===== config.mk =====
export PLATFORM = sky130hd
export DESIGN_NAME = pnc_queue
export DESIGN_NICKNAME = d
export VERILOG_FILES = /design/src/rtl/pnc_pkg.sv /design/src/rtl/pnc_queue.sv
export SDC_FILE = /design/constraint.sdc
export NUM_CORES = 1
export LEC_CHECK = 0
export ABC_CLOCK_PERIOD_IN_PS = 6700
export BUFFER_PORTS_ARGS = -buffer_cell sky130_fd_sc_hd__buf_4
export CAP_MARGIN = 20
export CORE_MARGIN = 2
export CORE_UTILIZATION = 55
export CTS_CLUSTER_DIAMETER = 50
export DETAILED_ROUTE_END_ITERATION = 7
export PLACE_DENSITY = 0.87
export SETUP_SLACK_MARGIN = 0.02
export SKIP_LAST_GASP = 1
export SYNTH_ARGS = -nofsm -noshare
export SYNTH_HDL_FRONTEND = slang
export SYNTH_SLANG_ARGS = --single-unit

===== constraint.sdc =====
create_clock -name clk -period 6.7 [get_ports clk]
set_input_delay 0.335 -clock clk [delete_from_list [all_inputs] [get_ports clk]]
set_output_delay 0.335 -clock clk [all_outputs]
set_load 0.05 [all_outputs]

===== src/rtl/pnc_pkg.sv =====
// shared types and constants for the palette nearest-color block
// no dependencies; imported by every module of the block
`default_nettype none
package pnc_pkg;

  localparam int unsigned COLOR_W       = 16;
  localparam int unsigned RGB_W         = 3 * COLOR_W;
  localparam int unsigned INDEX_W       = 8;
  localparam int unsigned NUM_W         = 9;
  localparam int unsigned DIST_W        = 18;
  localparam int unsigned DEPTH_DEFAULT = 256;
  localparam int unsigned MEM_MAX       = 256;
  localparam int unsigned QUEUE_DEPTH   = 2;
  localparam int unsigned QPTR_W        = $clog2(QUEUE_DEPTH);
  localparam int unsigned IN_DATA_W     = 56;
  localparam int unsigned OUT_DATA_W    = 56;
  localparam int unsigned MODE_W        = 2;

  localparam logic [NUM_W-1:0] NUM_RESET = 9'd256;

  // request mode codes
  localparam logic [MODE_W-1:0] MODE_MAP   = 2'd0;
  localparam logic [MODE_W-1:0] MODE_WRITE = 2'd1;
  localparam logic [MODE_W-1:0] MODE_READ  = 2'd2;

  typedef enum logic [2:0] {
    OP_MAP,
    OP_WRITE,
    OP_READ,
    OP_ERR,
    OP_NOP
  } op_t;

  // color packed red in the low bits, then green, then blue
  typedef struct packed {
    op_t                op;
    logic [INDEX_W-1:0] index;
    logic [RGB_W-1:0]   color;
    logic [NUM_W-1:0]   count;
  } cmd_t;

endpackage
`default_nettype wire


===== src/rtl/pnc_queue.sv =====
// short command queue between the front end and the execution unit
// uses pnc_pkg for the command type and depth
`default_nettype none
module pnc_queue
  import pnc_pkg::*;
(
  input  wire logic clk,
  input  wire logic rst_n,
  input  wire logic push,
  input  cmd_t      push_cmd,
  input  wire logic pop,
  output cmd_t      head,
  output logic      full,
  output logic      empty
);

  cmd_t              slot_r [QUEUE_DEPTH];
  logic [QPTR_W-1:0] wr_ptr_r;
  logic [QPTR_W-1:0] rd_ptr_r;
  logic [QPTR_W:0]   fill_r;

  assign full  = fill_r == (QPTR_W+1)'(QUEUE_DEPTH);
  assign empty = fill_r == '0;
  assign head  = slot_r[rd_ptr_r];

  always_ff @(posedge clk) begin
    if (push) begin
      slot_r[wr_ptr_r] <= push_cmd;
    end
  end

  always_ff @(posedge clk) begin
    if (!rst_n) begin
      wr_ptr_r <= '0;
      rd_ptr_r <= '0;
      fill_r   <= '0;
    end else begin
      if (push) begin
        wr_ptr_r <= (32'(wr_ptr_r) == QUEUE_DEPTH - 1) ? '0 : wr_ptr_r + 1'b1;
      end
      if (pop) begin
        rd_ptr_r <= (32'(rd_ptr_r) == QUEUE_DEPTH - 1) ? '0 : rd_ptr_r + 1'b1;
      end
      case ({push, pop})
        2'b10:   fill_r <= fill_r + 1'b1;
        2'b01:   fill_r <= fill_r - 1'b1;
        default: fill_r <= fill_r;
      endcase
    end
  end

endmodule
`default_nettype wire


==> flow_metrics.env <==
export IMPL_tns_ns=0
export IMPL_core_rowCount=35
export IMPL_required_ns=6.36
export IMPL_initial_core_util_pct=56.0
export IMPL_worst_pin_slew_ns=1.00
export IMPL_yosys_top_cells_area="edfxtp_1 80%, mux2_2 15%, dfxtp_1 2.0%, buf_6 0.66%, and2_1 0.49%"
export IMPL_core_um2=9150
export IMPL_cts_max_path_buffers=2
export IMPL_outcome="completed"
export IMPL_final_common_cell="buf_4"
export IMPL_finalHoldViolations=0
export IMPL_syn_avg_cell_area_um2=21.9
export IMPL_seq_area_frac_synth_pct=81.6
export IMPL_irDropWorstVdd_mv=0.192
export IMPL_place_area_um2=6290
export IMPL_port_buffers=141
export IMPL_grt_pass1_wl_mm=14.8
export IMPL_critical_path_max_fanout=38
export IMPL_yosysWarnings=0
export IMPL_setup_viol=0
export IMPL_startpoint_type="flip-flop"
export IMPL_grtUsageMet3_pct=6.52
export IMPL_finClkSkew_ns=0.00832
export IMPL_vias_per_cell=5.08
export IMPL_dp_hpwl_mm=5.62
export IMPL_crit_type="flip-flop to output port"
export IMPL_powerDensity_nw_per_um2=318
export IMPL_die_h_um=101
export IMPL_reg2reg_depth=2
export IMPL_fin_crit_sh_pct=42.8
export IMPL_reg2reg_from="wr_ptr_r"
export IMPL_place_gp_congestion=0.684
export IMPL_regToRegEndpoint="slot_r[0][18]"
export IMPL_synth_cells=234
export IMPL_path_clk_slew_ns=0.06
export IMPL_vias=2893
export IMPL_grt_busiest_layer="met2"
export IMPL_synthToLayoutAreaGrowth_pct=46.2
export IMPL_maxCapViolCount=0
export IMPL_slew_viol_final=0
export IMPL_syn_nets=307
export IMPL_max_freq_mhz=348
export IMPL_cts_buffers=17
export IMPL_cp_data_arrival_time_ns=2.53
export IMPL_reg2reg_slack_ns=4.61
export IMPL_crit_path_end_kind="output port"
export IMPL_grt_util_all_layers_pct=20.0
export IMPL_cp_endpoint="head[54]"
export IMPL_max_slew_margin_rel_pct=33.1
export IMPL_cts_tree="yes"
export IMPL_cts_max_level=4
export IMPL_stdcell_area_um2=7490
export IMPL_drt_total_wl_mm=10.5
export IMPL_fin_crit_ns=2.87
export IMPL_met1_usage_pct=21.4
export IMPL_ys_seq_elements=141
export IMPL_ant_nets=0
export IMPL_firstDrtPassIters=4
export IMPL_diodes=0
export IMPL_synth_top_area_share_pct=79.7
export IMPL_grt_pass1_vias=3086
export IMPL_die_area_um2=10100
export IMPL_detail_route_wl_per_cell_um=18.5
export IMPL_mostFrequentLayoutCells="143 x buf_4, 136 x edfxtp_1, 67 x mux2_2, 60 x dlygate4sd3_1, 16 x clkbuf_16"
export IMPL_synth_top_area_cell="edfxtp_1"
export IMPL_insertion_delay_ns=0.50
export IMPL_chipWidth_um=101
export IMPL_leakage_nw=2.85
export IMPL_clkSinkCount=141
export IMPL_layout_drive_gt1_share_pct=52.9
export IMPL_met2_usage_pct=36.0
export IMPL_hold_path_class="input port to flip-flop"
export IMPL_synth_cell_type_count=18
export IMPL_rsz0062_at_grt="no"
export IMPL_boundaryPins=142
export IMPL_grt_max_degree=69
export IMPL_root_buffer="clkbuf_8"
export IMPL_grt_overflow=0
export IMPL_final_nets=521
export IMPL_drtIter0Drc=95
export IMPL_drc=0
export IMPL_netlist_area_um2=5120
export IMPL_antenna_found_initial=0
==> cells by family (layout without fill, tap and decap cells) <==
| kind of cell | Yosys count | in the layout | synth area share (%) |
|---|---|---|---|
| xor gates and xnor gates | 3 | 3 | 0.513 |
| AOI/OAI and AO/OA | 3 | 3 | 0.391 |
| DFF | 141 | 141 | 81.6 |
| muxes | 68 | 68 | 14.9 |
| and+or+nand+nor | 9 | 9 | 1.05 |
| adders and majority gates | 1 | 1 | 0.244 |
| buffers and inverters | 9 | 234 | 1.22 |
==> layer usage <==
metal / part of all wire (%) / wire length, µm
met1: 38 / 4030
met2: 54 / 5660
met3: 5.9 / 624
met4: 2.1 / 225
met5: 0 / 0
==> worst max-delay path, stage by stage, from the launching register on <==
cell	delay, ns
dfxtp_2	0.81
buf_4	0.56
mux2_2	0.42
buf_4	0.19
==> flip-flops by register name, summed over array words and instances, names as in the netlist, named ones only <==
register / flops
wr_ptr_r: 1
rd_ptr_r: 1
fill_r: 2
slot_r: 136
==> worst min path at each step <==
stage	slack, ns	to	depth (start not counted)	startpoint
floorplan	0.43	slot_r[0][0]	0	push_cmd[0]
global placement	0.48	fill_r[1]	2	fill_r[1]
detailed placement	0.52	fill_r[1]	2	fill_r[1]
CTS	0.00004	slot_r[0][4]	1	push_cmd[4]
global route	-0.0006	slot_r[0][3]	1	push_cmd[3]
finish	0.02	slot_r[0][3]	1	push_cmd[3]
==> Yosys cell counts (all sizes together) <==
| cell type | instances |
|---|---|
| a21boi | 1 |
| and2 | 4 |
| and2b | 1 |
| buf | 8 |
| dfxtp | 5 |
| edfxtp | 136 |
| ha | 1 |
| inv | 1 |
| mux2 | 68 |
| nor2 | 2 |
| nor2b | 1 |
| o21a | 1 |
| o21ai | 1 |
| or3 | 1 |
| xnor2 | 2 |
| xor2 | 1 |
==> timing repair <==
item | CTS | global route
resized for setup | 0 | 0
hold buffers | 47 | 13
buffers inserted | 0 | 0
endpoints found under the hold margin | 90 | 23
==> cell type report <==
cell class	instances	area, µm²
Sequential cell	141	4190
Timing Repair Buffer	203	1670
Fill cell	420	1660
Multi-Input combinational cell	84	888
Clock buffer	17	414
Clock inverter	13	188
Tap cell	111	139
Inverter	1	3.75
==> where the power goes <==
group	internal, mW	switching [mW]
clock	0.603	0.348
combinational	0.153	0.242
sequential	1.02	0.0199
total	1.77	0.609
==> stage by stage <==
stage               power, mW  hold WS, ns  setup slack, ns  util [%]  std cells
finish                   2.38       0.0213             3.83      81.9        570
detailed placement       1.42        0.523             4.36      68.7        480
floorplan                1.30        0.434             2.93         -        234
CTS                      2.38    0.0000370             3.81      80.4        557
global route             2.45    -0.000618             3.69      81.9        570
global placement         1.41        0.480             4.37      68.7        480
Power figures use the tool's default switching activity.
