===== src/rtl/pnc_pkg.sv =====
// shared types and constants for the palette nearest-color block
// no dependencies; imported by every module of the block
`default_nettype none
package pnc_pkg;

  localparam int unsigned COLOR_W       = 16;
  localparam int unsigned RGB_W         = 3 * COLOR_W;
  localparam int unsigned INDEX_W       = 8;
  localparam int unsigned NUM_W         = 9;
  localparam int unsigned DIST_W        = 18;
  localparam int unsigned DEPTH_DEFAULT = 256;
  localparam int unsigned MEM_MAX       = 256;
  localparam int unsigned QUEUE_DEPTH   = 2;
  localparam int unsigned QPTR_W        = $clog2(QUEUE_DEPTH);
  localparam int unsigned IN_DATA_W     = 56;
  localparam int unsigned OUT_DATA_W    = 56;
  localparam int unsigned MODE_W        = 2;

  localparam logic [NUM_W-1:0] NUM_RESET = 9'd256;

  // request mode codes
  localparam logic [MODE_W-1:0] MODE_MAP   = 2'd0;
  localparam logic [MODE_W-1:0] MODE_WRITE = 2'd1;
  localparam logic [MODE_W-1:0] MODE_READ  = 2'd2;

  typedef enum logic [2:0] {
    OP_MAP,
    OP_WRITE,
    OP_READ,
    OP_ERR,
    OP_NOP
  } op_t;

  // color packed red in the low bits, then green, then blue
  typedef struct packed {
    op_t                op;
    logic [INDEX_W-1:0] index;
    logic [RGB_W-1:0]   color;
    logic [NUM_W-1:0]   count;
  } cmd_t;

endpackage
`default_nettype wire


===== src/rtl/pnc_front.sv =====
// front end: accepts requests, holds the color count register and
// classifies each request into a command; uses pnc_pkg
`default_nettype none
module pnc_front
  import pnc_pkg::*;
#(
  parameter int unsigned PALETTE_DEPTH = DEPTH_DEFAULT
) (
  input  wire logic                  clk,
  input  wire logic                  rst_n,
  input  wire logic                  in_tvalid,
  output logic                       in_tready,
  input  wire logic [IN_DATA_W-1:0]  in_tdata,
  input  wire logic [MODE_W-1:0]     in_tuser,
  input  wire logic                  cfg_we,
  input  wire logic [NUM_W-1:0]      cfg_wdata,
  input  wire logic                  q_full,
  output logic                       q_push,
  output cmd_t                       q_cmd
);

  logic [NUM_W-1:0]   num_colors_r;
  logic [NUM_W-1:0]   usable;
  logic [INDEX_W-1:0] idx;
  logic               in_range;

  always_ff @(posedge clk) begin
    if (!rst_n) begin
      num_colors_r <= NUM_RESET;
    end else if (cfg_we) begin
      num_colors_r <= cfg_wdata;
    end
  end

  assign usable    = (32'(num_colors_r) < PALETTE_DEPTH) ? num_colors_r
                                                         : NUM_W'(PALETTE_DEPTH);
  assign idx       = in_tdata[INDEX_W-1:0];
  assign in_range  = {1'b0, idx} < usable;
  assign in_tready = !q_full;
  assign q_push    = in_tvalid && !q_full;

  always_comb begin
    q_cmd.index = idx;
    q_cmd.color = in_tdata[INDEX_W +: RGB_W];
    q_cmd.count = usable;
    case (in_tuser)
      MODE_MAP:   q_cmd.op = OP_MAP;
      MODE_WRITE: q_cmd.op = in_range ? OP_WRITE : OP_ERR;
      MODE_READ:  q_cmd.op = in_range ? OP_READ : OP_ERR;
      default:    q_cmd.op = OP_NOP;
    endcase
  end

endmodule
`default_nettype wire


===== config.mk =====
export PLATFORM = sky130hd
export DESIGN_NAME = pnc_front
export DESIGN_NICKNAME = d
export VERILOG_FILES = /design/src/rtl/pnc_pkg.sv /design/src/rtl/pnc_front.sv
export SDC_FILE = /design/constraint.sdc
export NUM_CORES = 1
export LEC_CHECK = 0
export BUFFER_PORTS_ARGS = -buffer_cell sky130_fd_sc_hd__buf_2
export CAP_MARGIN = 10
export CELL_PAD_IN_SITES_DETAIL_PLACEMENT = 0
export CELL_PAD_IN_SITES_GLOBAL_PLACEMENT = 2
export CORE_ASPECT_RATIO = 0.6
export CORE_UTILIZATION = 13
export DETAILED_ROUTE_END_ITERATION = 10
export PLACE_DENSITY_LB_ADDON = 0.15
export SLEW_MARGIN = 20
export SYNTH_ARGS = -nofsm -noshare
export SYNTH_HDL_FRONTEND = slang
export SYNTH_SLANG_ARGS = --single-unit

===== constraint.sdc =====
create_clock -name clk -period 2.62 [get_ports clk]
set_clock_uncertainty 0.05 [all_clocks]
set_input_delay 0.524 -clock clk [delete_from_list [all_inputs] [get_ports clk]]
set_output_delay 0.524 -clock clk [all_outputs]
set_load 0.005 [all_outputs]

==> flow_metrics.env, run 1 <==
export IMPL_cts_root_buf="clkbuf_16"
export IMPL_synth_distinct_cells=19
export IMPL_path_max_fanout=13
export IMPL_dieHeight_um=71.4
export IMPL_worst_slew_pin_slew_ns=0.379
export IMPL_clk_latency_ns=0.23
export IMPL_fin_crit_sh_pct=94.1
export IMPL_wire_per_inst_um=10.8
export IMPL_setup_tns_ns=0
export IMPL_synth_seq_cells=9
export IMPL_hold_class="flop to flop"
export IMPL_crit_required_ns=2.05
export IMPL_drt_drc_violations_left=0
export IMPL_cts_made_buffers=3
export IMPL_synthesis_area_sq_mm=0.00104
export IMPL_h_tree_depth=1
export IMPL_final_cell_mix="45 x buf_2, 10 x inv_1, 10 x nor2b_1"
export IMPL_dr_pass1_iters=4
export IMPL_cp_arrival_ns=1.89
export IMPL_slew_headroom_pct=74.7
export IMPL_antenna_cells=0
export IMPL_vias=706
export IMPL_critical_path_class="flop to output pin"
export IMPL_hold_buffers=0
export IMPL_largest_register="num_colors_r"
export IMPL_status="finished, final reports clean"
export IMPL_antenna_found_initial=0
export IMPL_reg_top3="num_colors_r: 9 flops"
export IMPL_die_w_um=118
export IMPL_ys_warn_count=0
export IMPL_start_util_pct=13.9
export IMPL_clk_pin_slew_ns=0.04
export IMPL_synth_area_leaders="buf_4 41%, dfxtp_1 17%, mux2i_1 8.6%"
export IMPL_core_area_sq_mm=0.00751
export IMPL_cap_violations=0
export IMPL_via_per_inst=3.17
export IMPL_grt_pass1_vias=743
export IMPL_cp_cell_sequence="nand2b_1 > ha_4 > nand4_1 > o22ai_2 > a211oi_2 > o41ai_1 > buf_2"
export IMPL_io_pins=142
export IMPL_final_net_count=199
export IMPL_routed_wl_um=2400
export IMPL_cpMaxStageDelayCell="dfxtp_2"
export IMPL_cts_buffer_depth=2
export IMPL_grt_max_degree=14
export IMPL_numClockSinks=9
export IMPL_portBuffers=45
export IMPL_dp_hpwl_um=2090
export IMPL_startpoint_type="flop"
export IMPL_crit_start="num_colors_r[8]"
export IMPL_synth_fp_nets=208
export IMPL_rr_startpoint="num_colors_r[8]"
export IMPL_fin_crit_ns=2.46
export IMPL_leakage_nw=0.550
export IMPL_layout_cells_most_common="buf_2"
export IMPL_fmax_mhz=406
export IMPL_gr_total_overflow=0
export IMPL_setup_viol=0
export IMPL_max_vdd_ir_drop_uv=151
export IMPL_synth_top_cell_by_area="buf_4"
export IMPL_finalMaxSlewViolations=0
export IMPL_max_stage_delay_ns=0.37
export IMPL_largest_reg_flops=9
export IMPL_gr_usage_all_layers_pct=5.75
export IMPL_cts_tree="yes"
export IMPL_rsz0062_at_grt="no"
export IMPL_end_kind="output pin"
export IMPL_crit_family="compound AO/OA/AOI/OAI gates"
export IMPL_area_growth_syn_to_layout_pct=2.88
export IMPL_worst_hold_startpoint="num_colors_r[1]"
export IMPL_synthCells=129
export IMPL_gp_congestion=0.609
export IMPL_detail_route_antenna_nets=0
export IMPL_synth_top_area_share_pct=41.1
export IMPL_die_area_sq_mm=0.00839
export IMPL_power_density_mw_per_mm2=473
export IMPL_layout_drive_gt1_share_pct=44.5
export IMPL_rows=24
export IMPL_cp_num_buf_inv=1
export IMPL_hold_viol=0
export IMPL_seq_area_frac_synth_pct=17.3
export IMPL_p_total_uw=507
export IMPL_drt_initial_drc_count=13
export IMPL_grt_pass1_wl_um=3680
export IMPL_syn_area_per_cell_sq_um=8.08
## cells in the mapped netlist (all sizes together)
| cell type | n |
|---|---|
| nand4 | 1 |
| dfxtp | 9 |
| nand4b | 1 |
| buf | 58 |
| o22ai | 1 |
| ha | 7 |
| nor3b | 1 |
| nor2b | 10 |
| nand2b | 7 |
| nor3 | 1 |
| o41ai | 2 |
| a211oi | 2 |
| a21oi | 3 |
| nand2 | 2 |
| inv | 10 |
| nor2 | 4 |
| clkbuf | 1 |
| mux2i | 9 |
## repair_timing
item                       in CTS  in global routing
buffers inserted                0                  0
setup endpoints to repair       2                  2
gates resized for setup         1                  4
## path summary, 6_finish.rpt
kind | end | slack (ns) | cells past startpoint
setup / recovery | q_cmd[66] | 0.16 | 7
hold / removal | num_colors_r[1] | 0.46 | 2
setup reg to reg | num_colors_r[8] | 1.87 | 2
hold reg to reg | num_colors_r[1] | 0.46 | 2
## area by class of cell
type,instances,area [sq um]
Fill cell,891,6430
Sequential cell,9,181
Inverter,10,37.5
Clock buffer,4,78.8
Timing Repair Buffer,45,225
Tap cell,104,130
Multi-Input combinational cell,51,419
## layer usage
| metal | vias up | GRT usage, % | share of wire (%) |
|---|---|---|---|
| li1 | 338 | - | - |
| met1 | 314 | 6.80 | 46 |
| met2 | 40 | 8.35 | 41 |
| met3 | 14 | 2.95 | 9.5 |
| met4 | 0 | 3.42 | 3.6 |
| met5 | - | 0 | 0 |
## logic make-up (layout without fill, tap and decap cells)
family	count (synthesis)	count (layout)	share of synthesized area [%]
flip-flops	9	9	17.3
AO/OA/AOI/OAI	8	8	5.16
AND/OR/NAND/NOR	27	27	15.0
multiplexers	9	9	8.64
buffers and inverters	69	59	45.5
adder cells (fa/ha/maj)	7	7	8.40
## report_power, final
group          total (mW)  internal (mW)  switching (mW)
Clock               0.264          0.203          0.0612
Combinational      0.0893         0.0477          0.0416
Sequential          0.154          0.146         0.00736
Total               0.507          0.397           0.110
## tightest hold or removal path, delay by kind of cell (launching register included)
| kind | cells | cell delay (ns) |
|---|---|---|
| mux | 1 | 0.07 |
| flops | 1 | 0.32 |
| simple gates | 1 | 0.09 |
## stage by stage
step | util, % | setup WS (ns) | hold slack (ns) | cells | cell area [sq um]
finish | 14.3 | 0.156 | 0.465 | 223 | 1070
global route | 14.3 | 0.0247 | 0.489 | 223 | 1070
CTS | 13.9 | 0.0120 | 0.472 | 223 | 1040
detailed placement | 12.8 | 0.252 | 0.461 | 219 | 961
global placement | 12.8 | 0.249 | 0.452 | 219 | 961
floorplan | - | 0.489 | 0.434 | 129 | 1040
No activity file was read; power rests on OpenSTA's default activity.
==> run 2: changes to the inputs <==
Settings changed: ABC_AREA from default to 1, HOLD_SLACK_MARGIN from default to 0.02, REMOVE_ABC_BUFFERS from default to 1.
==> run 2 against run 1 <==
Cell area fell by 0.35%. First-iteration DRC count rose by 120%. Total power rose by 2.4%. Sequential share of layout area fell by 0.058 points. Register-to-register slack got worse by 0.02 ns. Non-clock buffer count did not move. Final cell count rose by 14%. Sequential power barely moved. Die area rose by 1.9%. Synthesized cell count rose by 21%. Global-route usage rose by 6.3 points. Combinational power rose by 8.7%. Critical path type unchanged.
==> flow_metrics.env, run 2 <==
export IMPL_grt_pass1_vias=877
export IMPL_cp_cell_sequence="inv_2 > nand2_1 > ha_1 > nand2_1 > nand2_1 > nand2_1 > nand2_1 > nand2_1 > nand3_2 > nand2_1 > nand2_1 > buf_2"
export IMPL_clk_latency_ns=0.23
export IMPL_numClockSinks=9
export IMPL_ys_warn_count=0
export IMPL_synth_most_common_cell="buf_4"
export IMPL_die_w_um=119
export IMPL_setup_viol=0
export IMPL_area_growth_syn_to_layout_pct=0.588
export IMPL_fin_crit_ns=2.33
export IMPL_whs_path_depth=2
export IMPL_synth_distinct_cells=17
export IMPL_h_tree_depth=1
export IMPL_max_vdd_ir_drop_uv=164
export IMPL_synth_simple_area_share_pct=20.1
export IMPL_portBuffers=45
export IMPL_drt_initial_drc_count=28
export IMPL_synth_top_cell_by_area="buf_4"
export IMPL_slew_headroom_pct=88.0
export IMPL_synth_seq_cells=9
export IMPL_synth_edf_count=0
export IMPL_cts_made_buffers=3
export IMPL_status="finished, final reports clean"
export IMPL_power_density_mw_per_mm2=486
export IMPL_grt_max_degree=11
export IMPL_cap_violations=0
export IMPL_muxShareOfSynthArea_pct=0
export IMPL_synth_area_leaders="buf_4 40%, dfxtp_1 17%, nand2_1 8.8%"
export IMPL_vias=867
export IMPL_antenna_cells=0
export IMPL_postSynth_asyncResetShare_pct=0
export IMPL_reg_top3="num_colors_r: 9 flops"
export IMPL_routed_wl_um=5130
export IMPL_grt_pass1_wl_um=6870
export IMPL_clk_pin_slew_ns=0.04
export IMPL_rsz0062_at_grt="no"
export IMPL_core_area_sq_mm=0.00788
export IMPL_synth_adder_area_share_pct=8.24
export IMPL_synth_compound_area_share_pct=6.48
export IMPL_largest_reg_flops=9
export IMPL_max_stage_delay_ns=0.33
export IMPL_synth_common_cells="57 x buf_4, 25 x nand2_1, 19 x inv_1, 19 x nor2_1, 9 x dfxtp_1"
export IMPL_critical_path_class="flop to output pin"
export IMPL_hold_viol=0
export IMPL_worst_slew_pin_slew_ns=0.180
export IMPL_synth_top_family_by_area="buffers and inverters"
export IMPL_crit_path_frequent_cell="nand2_1"
export IMPL_startpoint_type="flop"
export IMPL_crit_required_ns=2.05
export IMPL_end_kind="output pin"
export IMPL_final_cell_mix="45 x buf_2, 25 x nand2_1, 19 x inv_1, 19 x nor2_1, 9 x dfxtp_1"
export IMPL_path_max_fanout=10
export IMPL_cts_tree="yes"
export IMPL_synthCells=156
export IMPL_synth_main_ff_cell="dfxtp_1"
export IMPL_synthesis_area_sq_mm=0.00106
export IMPL_place_ws_ns=0.486
export IMPL_hold_buffers=0
export IMPL_reg2reg_depth=2
export IMPL_die_area_sq_mm=0.00855
export IMPL_fmax_mhz=429
export IMPL_layout_setup_ws_ns=0.288
export IMPL_gr_usage_all_layers_pct=12.1
export IMPL_cpMaxStageDelayCell="dfxtp_1"
export IMPL_via_per_inst=3.40
export IMPL_finalMaxSlewViolations=0
export IMPL_cts_root_buf="clkbuf_16"
export IMPL_leakage_nw=0.619
export IMPL_largest_register="num_colors_r"
export IMPL_cp_arrival_ns=1.76
export IMPL_synth_top_area_share_pct=40.3
export IMPL_drt_drc_violations_left=0
export IMPL_wire_per_inst_um=20.1
export IMPL_p_total_uw=519
export IMPL_cts_buffer_depth=2
export IMPL_fin_crit_sh_pct=89.0
export IMPL_rows=25
export IMPL_seq_area_frac_synth_pct=17.0
export IMPL_io_pins=142
export IMPL_gp_congestion=0.628
export IMPL_antenna_found_initial=0
export IMPL_setup_tns_ns=0
export IMPL_yosys_area_share_xor_xnor_pct=0
export IMPL_cts_setup_buffers=0
export IMPL_final_net_count=227
export IMPL_layout_drive_gt1_share_pct=38.1
export IMPL_detail_route_antenna_nets=0
export IMPL_hold_class="flop to flop"
export IMPL_syn_area_per_cell_sq_um=6.81
export IMPL_dieHeight_um=72.0
export IMPL_dr_pass1_iters=4
export IMPL_dp_hpwl_um=4170
export IMPL_ff2ff_setup_slack_ns=1.85
export IMPL_layout_cells_most_common="buf_2"
export IMPL_start_util_pct=13.5
export IMPL_nFillCells=941
export IMPL_gr_total_overflow=0
export IMPL_cts_resized=0
[run 2: final cells by class]
class	count	area, sq um	area share [%]
Sequential cell	9	180	16.9
Clock buffer	4	78.8	7.38
Tap cell	108	135	12.6
Timing Repair Buffer	45	225	21.1
Inverter	21	78.8	7.38
Multi-Input combinational cell	68	370	34.7
[run 2: where the power goes]
group | total (mW) | switching, mW | internal, mW
sequential | 0.153 | 0.00527 | 0.147
combinational | 0.0971 | 0.0532 | 0.0438
clock | 0.269 | 0.0660 | 0.203
[run 2: path summary, 6_finish.rpt]
check	startpoint	end
worst min-delay path	num_colors_r[0]	num_colors_r[0]
worst max register to register	num_colors_r[8]	num_colors_r[8]
worst min register to register	num_colors_r[0]	num_colors_r[0]
worst max-delay path	num_colors_r[8]	q_cmd[66]
[run 2: metal layers]
| metal | track usage (%) | wire (um) | vias to the layer above |
|---|---|---|---|
| li1 | - | - | 396 |
| met1 | 14.8 | 2270 | 373 |
| met3 | 15.4 | 1300 | 2 |
| met5 | 4.55 | 47 | - |
| met2 | 11.6 | 1500 | 94 |
| met4 | 0.985 | 0 | 2 |
[run 2: logic make-up (layout without fill, tap and decap cells)]
logic type,count (synthesis),in the layout
compound gates,12,12
flops,9,9
fa+ha+maj,7,7
simple gates,49,49
buf+inv,79,70
[run 2: worst max-delay path, delay by kind of cell, from the launching register on]
kind	cells	cell delay, ns
buffers and inverters	2	0.28
flip-flops	1	0.33
adder cells (fa/ha/maj)	1	0.30
AND/OR/NAND/NOR	9	0.61
[run 2: through the flow]
| step | cells | hold WS, ns | util (%) | cell area, sq um |
|---|---|---|---|---|
| 2_1_floorplan | 98 | 0.385 | - | 629 |
| 3_3_place_gp | 251 | 0.414 | 12.6 | 990 |
| 3_5_place_dp | 251 | 0.414 | 12.6 | 990 |
| 4_1_cts | 255 | 0.424 | 13.6 | 1070 |
| 5_1_grt | 255 | 0.459 | 13.6 | 1070 |
| 6_report | 255 | 0.416 | 13.6 | 1070 |
==> run 3: changes to the inputs <==
Settings changed: CORE_ASPECT_RATIO 0.6 to default, CORE_MARGIN from default to 3.
==> run 3 against run 2 <==
Non-clock buffer count did not move. Setup slack gained 0.016 ns. Clock power fell by 42%. Core utilization decreased by 0.47 points. Cell area shrank 3.9%. Flip-flop and latch count unchanged. Die area increased by 8.7%. Final cell count fell by 2.4%. First-iteration DRC count shrank 39%. Worst hold slack gained 0.0045 ns. Combinational power shrank 0.5%. Count of clock-buffer cells in the layout is the same.
==> flow_metrics.env, run 3 (synthesis results as in run 2) <==
export IMPL_status="finished, final reports clean"
export IMPL_pwr_share_clk_pct=38.7
export IMPL_p_seq_share_pct=37.6
export IMPL_grt_pass1_vias=862
export IMPL_clk_pin_slew_ns=0.04
export IMPL_layout_drive_gt1_share_pct=38.1
export IMPL_cts_made_buffers=3
export IMPL_hold_buffers=0
export IMPL_hold_viol=0
export IMPL_die_area_sq_mm=0.00929
export IMPL_drt_drc_violations_left=0
export IMPL_critical_path_class="flop to output pin"
export IMPL_final_net_count=227
export IMPL_area_growth_syn_to_layout_pct=-3.30
export IMPL_end_kind="output pin"
export IMPL_fin_crit_sh_pct=88.4
export IMPL_cts_tree="yes"
export IMPL_hold_class="flop to flop"
export IMPL_detail_route_antenna_nets=0
export IMPL_numClockSinks=9
export IMPL_use_met3_pct=9.60
export IMPL_crit_required_ns=2.05
export IMPL_h_tree_depth=1
export IMPL_cts_resized=0
export IMPL_rows=32
export IMPL_grt_use_met1_pct=13.2
export IMPL_finalMaxSlewViolations=0
export IMPL_final_cell_mix="45 x buf_2, 25 x nand2_1, 19 x inv_1, 19 x nor2_1, 9 x dfxtp_1"
export IMPL_io_pins=142
export IMPL_max_vdd_ir_drop_uv=131
export IMPL_grt_pass1_wl_um=6100
export IMPL_largest_register="num_colors_r"
export IMPL_wire_per_inst_um=18.3
export IMPL_cp_cell_sequence="inv_2 > nand2_1 > ha_1 > nand2_1 > nand2_1 > a21boi_2 > nand3_2 > nand2_1 > nand2_1 > buf_2"
export IMPL_worst_slew_pin_slew_ns=0.187
export IMPL_largest_reg_flops=9
export IMPL_leakage_nw=0.603
export IMPL_layout_setup_ws_ns=0.304
export IMPL_dr_pass1_iters=4
export IMPL_cts_root_buf="clkbuf_8"
export IMPL_fin_crit_ns=2.32
export IMPL_gr_usage_all_layers_pct=9.56
export IMPL_gr_usage_met2_pct=9.37
export IMPL_grt_max_degree=11
export IMPL_cts_setup_buffers=0
export IMPL_portBuffers=45
export IMPL_cp_arrival_ns=1.74
export IMPL_p_total_uw=406
export IMPL_die_w_um=96.4
export IMPL_clk_latency_ns=0.23
export IMPL_start_util_pct=13.5
export IMPL_core_area_sq_mm=0.00785
export IMPL_routed_wl_um=4560
export IMPL_max_stage_delay_ns=0.33
export IMPL_setup_viol=0
export IMPL_cts_buffer_depth=2
export IMPL_grt_busiest_layer="met1"
export IMPL_place_ws_ns=0.454
export IMPL_reg_top3="num_colors_r: 9 flops"
export IMPL_power_density_mw_per_mm2=395
export IMPL_p_sw_uw=110
export IMPL_crit_path_frequent_cell="nand2_1"
export IMPL_startpoint_type="flop"
export IMPL_cpMaxStageDelayCell="dfxtp_1"
export IMPL_antenna_found_initial=0
export IMPL_antenna_cells=0
export IMPL_slew_headroom_pct=87.4
export IMPL_drt_initial_drc_count=17
export IMPL_switching_share_pct=27.0
export IMPL_path_max_fanout=10
export IMPL_fmax_mhz=432
export IMPL_intPower_uw=297
export IMPL_cap_violations=0
export IMPL_gr_total_overflow=0
export IMPL_via_per_inst=3.30
export IMPL_dp_hpwl_um=3770
export IMPL_gp_congestion=0.678
export IMPL_setup_tns_ns=0
export IMPL_dieHeight_um=96.4
export IMPL_rsz0062_at_grt="no"
export IMPL_layout_cells_most_common="buf_2"
export IMPL_vias=822
export IMPL_combPwrFrac_pct=23.8
## run 3: cell types whose count changed in the layout (fill, tap and decap cells not counted)
cell,before,now
clkbuf_16,3,0
clkbuf_8,0,3
## run 3: area by class of cell
cell class | count | area, sq um
Sequential cell | 9 | 180
Multi-Input combinational cell | 68 | 370
Fill cell | 954 | 6820
Inverter | 21 | 78.8
Clock buffer | 4 | 45.0
Timing Repair Buffer | 45 | 225
Tap cell | 102 | 128
## run 3: metrics by stage
stage	hold slack [ns]	std cells	cell area, sq um	utilization, %
CTS	0.424	249	1030	13.1
detailed placement	0.418	245	982	12.5
global placement	0.421	245	982	12.5
finish	0.421	249	1030	13.1
global route	0.464	249	1030	13.1
floorplan	0.385	98	629	-
## run 3: final timing paths
kind | end | cells past startpoint | startpoint | slack [ns]
worst max-delay path | q_cmd[66] | 10 | num_colors_r[8] | 0.30
worst min-delay path | num_colors_r[0] | 2 | num_colors_r[0] | 0.42
worst max register to register | num_colors_r[8] | 2 | num_colors_r[8] | 1.85
worst min register to register | num_colors_r[0] | 2 | num_colors_r[0] | 0.42
## run 3: power by group through the flow
stage	Clock (mW)	Combinational (mW)	Sequential, mW
after CTS	0.161	0.0999	0.152
after global routing	0.171	0.114	0.154
after detailed placement	0	0.0994	0.155
final	0.157	0.0966	0.153
after global placement	0	0.0998	0.155
after floorplan	0	0.0481	0.153
## run 3: critical path: cells and delay by family (launching register included)
family	cells	cell delay [ns]
AOI/OAI and AO/OA	1	0.14
and+or+nand+nor	6	0.44
adders and majority gates	1	0.33
DFF	1	0.33
buffers and inverters	2	0.28
## run 3: routing by layer
layer / part of all wire, % / routed length, um
met1: 47 / 2160
met2: 31 / 1430
met3: 21 / 969
met4: 0.18 / 8
met5: 0 / 0
